**src/rtl/core/asf_pkg.sv**
```systemverilog
package asf_pkg;

  localparam int MAX_CHANNELS = 16;
  localparam int CH_W = 4;
  localparam int SAMPLE_W = 24;
  localparam int INT_W = 17;
  localparam int SCALE_W = 17;
  localparam int CFG_W = 17;
  localparam int DIFF_W = SAMPLE_W + 1;
  localparam int PROD1_W = DIFF_W + INT_W;
  localparam int RND1_W = PROD1_W - 12;
  localparam int T_W = RND1_W + 1;
  localparam int PROD2_W = T_W + SCALE_W + 1;
  localparam int WIDE_W = 34;

  localparam logic signed [WIDE_W-1:0] WIDE_SMAX = WIDE_W'(8388607);
  localparam logic signed [WIDE_W-1:0] WIDE_SMIN = WIDE_W'(-8388608);
  localparam logic signed [WIDE_W-1:0] WIDE_ONE = WIDE_W'(1048576);
  localparam logic signed [WIDE_W-1:0] WIDE_MONE = WIDE_W'(-1048576);

  typedef enum logic [1:0] {
    REG_INTENSITY = 2'd0,
    REG_SCALE     = 2'd1,
    REG_CLIP      = 2'd2,
    REG_ACTIVE    = 2'd3
  } reg_idx_t;

  typedef enum logic {
    ST_LOAD,
    ST_FINISH
  } state_t;

  typedef struct packed {
    logic [CH_W-1:0]            ch;
    logic signed [SAMPLE_W-1:0] x;
    logic signed [INT_W-1:0]    mult;
    logic                       smooth;
    logic                       chan_ok;
  } task_t;

  typedef struct packed {
    logic [CH_W-1:0]            ch;
    logic signed [SAMPLE_W-1:0] sample;
  } res_t;

  function automatic logic signed [SAMPLE_W-1:0] sat_sample(
    input logic signed [WIDE_W-1:0] v
  );
    logic signed [WIDE_W-1:0] r;
    if (v > WIDE_SMAX) begin
      r = WIDE_SMAX;
    end else if (v < WIDE_SMIN) begin
      r = WIDE_SMIN;
    end else begin
      r = v;
    end
    return r[SAMPLE_W-1:0];
  endfunction

  function automatic logic signed [SAMPLE_W-1:0] clamp_one(
    input logic signed [WIDE_W-1:0] v
  );
    logic signed [WIDE_W-1:0] r;
    if (v > WIDE_ONE) begin
      r = WIDE_ONE;
    end else if (v < WIDE_MONE) begin
      r = WIDE_MONE;
    end else begin
      r = v;
    end
    return r[SAMPLE_W-1:0];
  endfunction

endpackage

```
**src/rtl/core/asf_front.sv**
```systemverilog
module asf_front (
  input  logic                                clk,
  input  logic                                rst,
  input  logic                                push,
  output logic                                full,
  input  logic [asf_pkg::CH_W-1:0]            channel,
  input  logic signed [asf_pkg::SAMPLE_W-1:0] sample_in,
  input  logic signed [asf_pkg::INT_W-1:0]    intensity,
  input  logic                                active,
  output logic                                task_valid,
  input  logic                                task_take,
  output asf_pkg::task_t                      task_out
);
  import asf_pkg::*;

  task_t      q [2];
  logic       wptr;
  logic       rptr;
  logic [1:0] count;
  task_t      incoming;
  logic       do_push;
  logic       do_pop;

  // Classify at entry: inactive means zero strength, sign picks the mode
  always_comb begin
    incoming.ch      = channel;
    incoming.x       = sample_in;
    incoming.mult    = active ? intensity : '0;
    incoming.smooth  = active & intensity[INT_W-1];
    incoming.chan_ok = (32'(channel) < MAX_CHANNELS);
  end

  assign full       = (count == 2'd2);
  assign task_valid = (count != 2'd0);
  assign task_out   = q[rptr];
  assign do_push    = push & ~full;
  assign do_pop     = task_take & task_valid;

  always_ff @(posedge clk) begin
    if (rst) begin
      wptr  <= 1'b0;
      rptr  <= 1'b0;
      count <= 2'd0;
    end else begin
      if (do_push) begin
        wptr <= ~wptr;
      end
      if (do_pop) begin
        rptr <= ~rptr;
      end
      count <= count + 2'(do_push) - 2'(do_pop);
    end
  end

  always_ff @(posedge clk) begin
    if (do_push) begin
      q[wptr] <= incoming;
    end
  end

endmodule

```
**src/rtl/core/asf_back.sv**
```systemverilog
module asf_back (
  input  logic                               clk,
  input  logic                               rst,
  input  logic                               task_valid,
  output logic                               task_take,
  input  asf_pkg::task_t                     task_in,
  input  logic [asf_pkg::SCALE_W-1:0]        smoothing_scale,
  input  logic                               clip_enable,
  output logic                               res_valid,
  input  logic                               res_ready,
  output asf_pkg::res_t                      res
);
  import asf_pkg::*;

  state_t                      st;
  state_t                      st_next;
  task_t                       cur;
  logic signed [PROD1_W-1:0]   p1;
  logic signed [PROD1_W-1:0]   p1_next;
  logic signed [SAMPLE_W-1:0]  mem [2**CH_W];

  logic signed [SAMPLE_W-1:0]  prev;
  logic signed [DIFF_W-1:0]    opnd;
  logic signed [PROD1_W-1:0]   rsum;
  logic signed [RND1_W-1:0]    r1;
  logic signed [T_W-1:0]       t;
  logic signed [SCALE_W:0]     scale_s;
  logic signed [PROD2_W-1:0]   p2;
  logic signed [PROD2_W-1:0]   p2r;
  logic signed [WIDE_W-1:0]    y;
  logic signed [SAMPLE_W-1:0]  store_val;
  logic                        finish;

  // Load state: fetch the channel history and form the strength product
  always_comb begin
    prev = task_in.chan_ok ? mem[task_in.ch] : '0;
    if (task_in.smooth) begin
      opnd = DIFF_W'(prev);
    end else begin
      opnd = DIFF_W'(task_in.x) - DIFF_W'(prev);
    end
    p1_next = PROD1_W'(opnd) * PROD1_W'(task_in.mult);
  end

  // Finish state: round; smoothing mode scales, sharpen mode adds the sample
  always_comb begin
    rsum    = p1 + PROD1_W'(2048);
    r1      = $signed(rsum[PROD1_W-1:12]);
    t       = T_W'(cur.x) - T_W'(r1);
    scale_s = $signed({1'b0, smoothing_scale});
    p2      = PROD2_W'(t) * PROD2_W'(scale_s);
    p2r     = p2 + PROD2_W'(32768);
    if (cur.smooth) begin
      y         = WIDE_W'($signed(p2r[PROD2_W-1:16]));
      store_val = sat_sample(y);
    end else begin
      y         = WIDE_W'(cur.x) + WIDE_W'(r1);
      store_val = cur.x;
    end
    res.ch     = cur.ch;
    res.sample = clip_enable ? clamp_one(y) : sat_sample(y);
  end

  always_comb begin
    st_next   = st;
    task_take = 1'b0;
    res_valid = 1'b0;
    finish    = 1'b0;
    unique case (st)
      ST_LOAD: begin
        task_take = task_valid;
        if (task_valid) begin
          st_next = ST_FINISH;
        end
      end
      ST_FINISH: begin
        res_valid = 1'b1;
        if (res_ready) begin
          finish  = 1'b1;
          st_next = ST_LOAD;
        end
      end
      default: st_next = ST_LOAD;
    endcase
  end

  always_ff @(posedge clk) begin
    if (rst) begin
      st <= ST_LOAD;
    end else begin
      st <= st_next;
    end
  end

  always_ff @(posedge clk) begin
    if (task_take) begin
      cur <= task_in;
      p1  <= p1_next;
    end
  end

  // History is written as the result leaves, so the next fetch sees it
  always_ff @(posedge clk) begin
    if (rst) begin
      for (int i = 0; i < 2**CH_W; i++) begin
        mem[i] <= '0;
      end
    end else if (finish && cur.chan_ok) begin
      mem[cur.ch] <= store_val;
    end
  end

endmodule

```
**src/rtl/core/asf_outq.sv**
```systemverilog
module asf_outq (
  input  logic                                 clk,
  input  logic                                 rst,
  input  logic                                 res_valid,
  output logic                                 res_ready,
  input  asf_pkg::res_t                        res,
  output logic                                 empty,
  input  logic                                 pop,
  output logic [asf_pkg::CH_W-1:0]             channel_out,
  output logic signed [asf_pkg::SAMPLE_W-1:0]  sample_out
);
  import asf_pkg::*;

  res_t       q [2];
  logic       wptr;
  logic       rptr;
  logic [1:0] count;
  logic       do_push;
  logic       do_pop;

  assign res_ready   = (count != 2'd2);
  assign empty       = (count == 2'd0);
  assign do_push     = res_valid & res_ready;
  assign do_pop      = pop & ~empty;
  assign channel_out = q[rptr].ch;
  assign sample_out  = q[rptr].sample;

  always_ff @(posedge clk) begin
    if (rst) begin
      wptr  <= 1'b0;
      rptr  <= 1'b0;
      count <= 2'd0;
    end else begin
      if (do_push) begin
        wptr <= ~wptr;
      end
      if (do_pop) begin
        rptr <= ~rptr;
      end
      count <= count + 2'(do_push) - 2'(do_pop);
    end
  end

  always_ff @(posedge clk) begin
    if (do_push) begin
      q[wptr] <= res;
    end
  end

endmodule

```
**src/rtl/core/audio_sharpen_smooth_filter.sv**
```systemverilog
// Per-channel first-order sharpen/smooth filter on Q3.20 samples.
//
// Input channel: a queue write port. An item (channel, sample_in) is taken
// at a clock edge with push high and full low. Results: a queue read port.
// While empty is low the oldest result sits on channel_out/sample_out and
// is taken at an edge with pop high. Every item gives exactly one result.
//
// The execute unit fetches the channel history and multiplies by the
// strength in its load state, then rounds, scales and writes the history
// back in its finish state; it takes no new item until its result has
// left for the output queue. Two-entry queues sit before and after the
// execute unit, so up to five items can be in flight; full rises when
// the input queue fills, and a stalled reader holds the execute unit
// once the output queue is full.
//
// Reset (rst, synchronous) empties both queues, clears every channel's
// history and loads register defaults. The user writes registers through
// cfg_write/cfg_index/cfg_data only while no item is in flight; unenforced.
module audio_sharpen_smooth_filter (
  input  logic                                 clk,
  input  logic                                 rst,
  input  logic                                 push,
  output logic                                 full,
  input  logic [asf_pkg::CH_W-1:0]             channel,
  input  logic signed [asf_pkg::SAMPLE_W-1:0]  sample_in,
  output logic                                 empty,
  input  logic                                 pop,
  output logic [asf_pkg::CH_W-1:0]             channel_out,
  output logic signed [asf_pkg::SAMPLE_W-1:0]  sample_out,
  input  logic                                 cfg_write,
  input  logic [1:0]                           cfg_index,
  input  logic [asf_pkg::CFG_W-1:0]            cfg_data
);
  import asf_pkg::*;

  logic signed [INT_W-1:0] intensity;
  logic [SCALE_W-1:0]      smoothing_scale;
  logic                    clip_enable;
  logic                    active;

  logic  task_valid;
  logic  task_take;
  task_t task_bus;
  logic  res_valid;
  logic  res_ready;
  res_t  res;

  always_ff @(posedge clk) begin
    if (rst) begin
      intensity       <= INT_W'(8192);
      smoothing_scale <= SCALE_W'(65536);
      clip_enable     <= 1'b1;
      active          <= 1'b1;
    end else if (cfg_write) begin
      unique case (reg_idx_t'(cfg_index))
        REG_INTENSITY: intensity <= $signed(cfg_data[INT_W-1:0]);
        REG_SCALE:     smoothing_scale <= cfg_data[SCALE_W-1:0];
        REG_CLIP:      clip_enable <= cfg_data[0];
        REG_ACTIVE:    active <= cfg_data[0];
        default: ;
      endcase
    end
  end

  asf_front u_front (
    .clk        (clk),
    .rst        (rst),
    .push       (push),
    .full       (full),
    .channel    (channel),
    .sample_in  (sample_in),
    .intensity  (intensity),
    .active     (active),
    .task_valid (task_valid),
    .task_take  (task_take),
    .task_out   (task_bus)
  );

  asf_back u_back (
    .clk             (clk),
    .rst             (rst),
    .task_valid      (task_valid),
    .task_take       (task_take),
    .task_in         (task_bus),
    .smoothing_scale (smoothing_scale),
    .clip_enable     (clip_enable),
    .res_valid       (res_valid),
    .res_ready       (res_ready),
    .res             (res)
  );

  asf_outq u_outq (
    .clk         (clk),
    .rst         (rst),
    .res_valid   (res_valid),
    .res_ready   (res_ready),
    .res         (res),
    .empty       (empty),
    .pop         (pop),
    .channel_out (channel_out),
    .sample_out  (sample_out)
  );

endmodule

```
**config.mk**
```make
export PLATFORM = sky130hd
export DESIGN_NAME = audio_sharpen_smooth_filter
export DESIGN_NICKNAME = d
export VERILOG_FILES = /design/src/rtl/core/asf_pkg.sv /design/src/rtl/core/asf_front.sv /design/src/rtl/core/asf_back.sv /design/src/rtl/core/asf_outq.sv /design/src/rtl/core/audio_sharpen_smooth_filter.sv
export SDC_FILE = /design/constraint.sdc
export NUM_CORES = 2
export LEC_CHECK = 0
export BUFFER_PORTS_ARGS = -buffer_cell sky130_fd_sc_hd__clkbuf_2
export CORE_MARGIN = 2
export CORE_UTILIZATION = 31
export DETAILED_ROUTE_END_ITERATION = 8
export GPL_TIMING_DRIVEN = 0
export SLEW_MARGIN = 20
export SYNTH_ARGS = -nofsm -noshare
export SYNTH_HDL_FRONTEND = slang
export SYNTH_SLANG_ARGS = --single-unit
```
**constraint.sdc**
```tcl
create_clock -name clk -period 10.1 [get_ports clk]
set_input_delay 1.01 -clock clk [delete_from_list [all_inputs] [get_ports clk]]
set_output_delay 1.01 -clock clk [all_outputs]
set_load 0.02 [all_outputs]
```
==> reports/metrics.yaml <==
run_status:
  outcome: "complete, but fails checks"
  violations: "negative setup slack"
synth:
  synthDominantCellAreaShare_pct: 27.84
  yosys.area.top_type: "fa_1"
  synthFlopType: "edfxtp_1"
  avgSynthCellArea_sq_um: 10.39
  synth_cell_types: 104
  syn_nets: 7641
  synth_area_leaders: "fa_1, edfxtp_1, ha_1"
  syn-instance-count: 6342
  netlist_area_sq_um: 65870
  async_reset_ff_share_pct: 0
  ys_ff_latch: 637
  ys_warn_count: 0
  synth_edf_count: 590
  seq_area_frac_synth_pct: 28.33
critical_path:
  setup.worst_path.start_class: "flip-flop"
  path_max_fanout: 7
  critPathArrivalTime_ns: 11.53
  r2r_slack_ns: -0.99
  cp_common_cell: "fa_1"
  endpoint_kind: "flip-flop"
  cpPeakStageDelay_ns: 0.56
  r2r-end: "u_back.mem[1][17]"
  rr_startpoint: "u_back.p1[13]"
  crit_required_ns: 10.54
  crit_type: "reg -> reg"
  slowest_stage: "fa_1"
  startpoint: "u_back.p1[13]"
  ff2ff_path_depth: 48
sta:
  worst_pin_slew_ns: 1.382
  rsz0062_at_grt: "yes"
  tns_ns: -358.57
  slew_viol_final: 0
  fin_crit_ns: 11.09
  setup_viol: 446
  finalWorstSetupSlack_ns: -0.9898
  fmax_mhz: 90.17
  hold_violations: 0
  fin_worst_skew_ns: 0.05794
  slew-limit-headroom_pct: 7.863
  period_share_pct: 109.8
drt:
  firstDrtPassIters: 8
  wl_microns: 220900
  routed_via_density: 5.067
  drt-initial-drc-count: 4435
  drc: 0
  ant_nets: 0
  routedWlPerCell_microns: 22.74
  vias: 49230
worst_hold_path:
  min_delay_worst_endpoint: "intensity[4]"
  worstHoldStart: "intensity[4]"
  whs_path_depth: 2
  worstHoldPathType: "reg -> reg"
floorplanning:
  core_sq_um: 211700
  die_area_sq_um: 216200
  io_pins: 82
  fp.dieH_microns: 465.0
  rows: 169
  dieWidth_microns: 465.0
  start_util_pct: 31.12
grt:
  grt_max_degree: 59
  global_route.usage.met1_pct: 27.02
  antenna_found_initial: 6
  grt_use_met3_pct: 4.028
  grt_pass1_vias: 50960
  track_usage_pct: 20.22
  busiest_layer: "met2"
  overflow: 0
  met2_usage_pct: 32.35
  grt_pass1_wl_microns: 328800
placement:
  placed_cells: 9262
  gp_congestion: 0.9451
  hpwl_microns: 171200
  dp_slack_ns: -4.308
  portBuffers: 81
clock_tree:
  cts_hold_buf: 0
  clock_latency_ns: 0.74
  cts.clk_slew.worst_paths_ns: 0.06
  htree_num_levels: 3
  cts_tree: "yes"
  cts_buffers: 74
  clkSinkCount: 637
  clock_path_buffers: 3
  cts_root_buf: "clkbuf_16"
finish:
  fin_cells: 9715
  layout-drive-gt1-share_pct: 23.84
  nets: 8132
  final_cell_mix: "inv_1, fa_1, nand2_1"
  final_common_cell: "inv_1"
  area_growth_syn_to_layout_pct: 23.11
run:
  maxCapViolCount: 0
## area by class of cell
type                    count  area, sq um
plain buffers             274         2028
multi-input cells        4378        46550
repair buffers            432         3965
clock inverters            39        459.2
well taps                2821         3530
flip-flops and latches    637        18660
inverters                1036         3914
clock buffers              96         1984
fillers                 20330       130600
diodes                      2        5.005
## kinds of logic after synthesis
family | share of synthesized area (%)
fa+ha+maj | 34.14
mux | 5.096
flops | 28.33
buf+inv | 7.938
compound gates | 6.453
xor+xnor | 2.287
simple gates | 15.76
## state kept, by name, summed over array words and instances, names as in the netlist, named ones only
name	count
intensity	17
u_outq.rptr	1
u_outq.count	2
u_front.count	2
u_back.cur	25
u_front.rptr	1
u_outq.q	56
u_back.mem	384
u_front.q	90
clip_enable	1
active	1
u_back.res	4
u_front.wptr	1
smoothing_scale	17
u_outq.wptr	1
u_back.st	1
u_back.p1	31
## repair_timing
action | in CTS | in global routing
gates resized for setup | 633 | 493
pin swaps | 189 | 122
gates cloned | 4 | 14
buffers inserted | 221 | 97
setup endpoints to repair | 463 | 456
## synth_stat cells (14+ instances only)
master / instances
nand2b_1: 88
o211ai_2: 20
buf_6: 24
nand4_1: 19
ha_1: 331
mux4_2: 96
mux2i_1: 37
o21bai_1: 29
xnor2_1: 119
a21oi_1: 181
o21ai_0: 79
fa_1: 916
dfxtp_1: 47
o21ai_1: 19
nor3_1: 43
a31oi_1: 37
mux2_2: 70
o21a_1: 20
o21ai_2: 24
inv_1: 1031
nor2b_1: 191
nor2_1: 497
edfxtp_1: 590
and2_1: 200
nor4_1: 14
nand3_1: 46
nor2_2: 190
xor2_1: 53
clkbuf_1: 229
buf_2: 26
a21o_1: 64
and3_1: 60
nand2_1: 713
## worst max-delay path: cells and delay by family, from the launching register on
family | cells | cell delay (ns)
XOR/XNOR | 2 | 0.47
buffers and inverters | 12 | 1.54
AND/OR/NAND/NOR | 11 | 1.63
adder cells (fa/ha/maj) | 8 | 3.57
AO/OA/AOI/OAI | 15 | 3.25
flip-flops | 1 | 0.40
## metrics by stage
stage	util, %	hold slack, ns	cell area [sq um]
floorplan	-	0.4317	65980
global placement	33.03	0.4433	69910
detailed placement	33.28	0.4488	70440
CTS	36.79	0.4266	77880
global route	38.31	0.4572	81090
finish	38.31	0.4568	81100
## worst max path at each step
stage                         endpoint  slack [ns]  cells after the start
floorplan                u_back.p1[36]      -0.007                     42
global placement         u_back.p1[41]       -4.90                     41
detailed placement       u_back.p1[41]       -4.31                     42
CTS                 u_back.mem[13][19]       -0.87                     43
global route         u_back.mem[1][17]       -1.29                     50
finish               u_back.mem[1][17]       -0.99                     48
## layer usage
metal / vias up / routed length [microns]
met3: 424 / 18940
met4: 6 / 10030
met5: - / 47
met1: 25370 / 89850
met2: 2103 / 102100
li1: 21330 / -
Power is not shown: default switching activity piles up to over one toggle a cycle in this logic, so the estimate is an artifact.
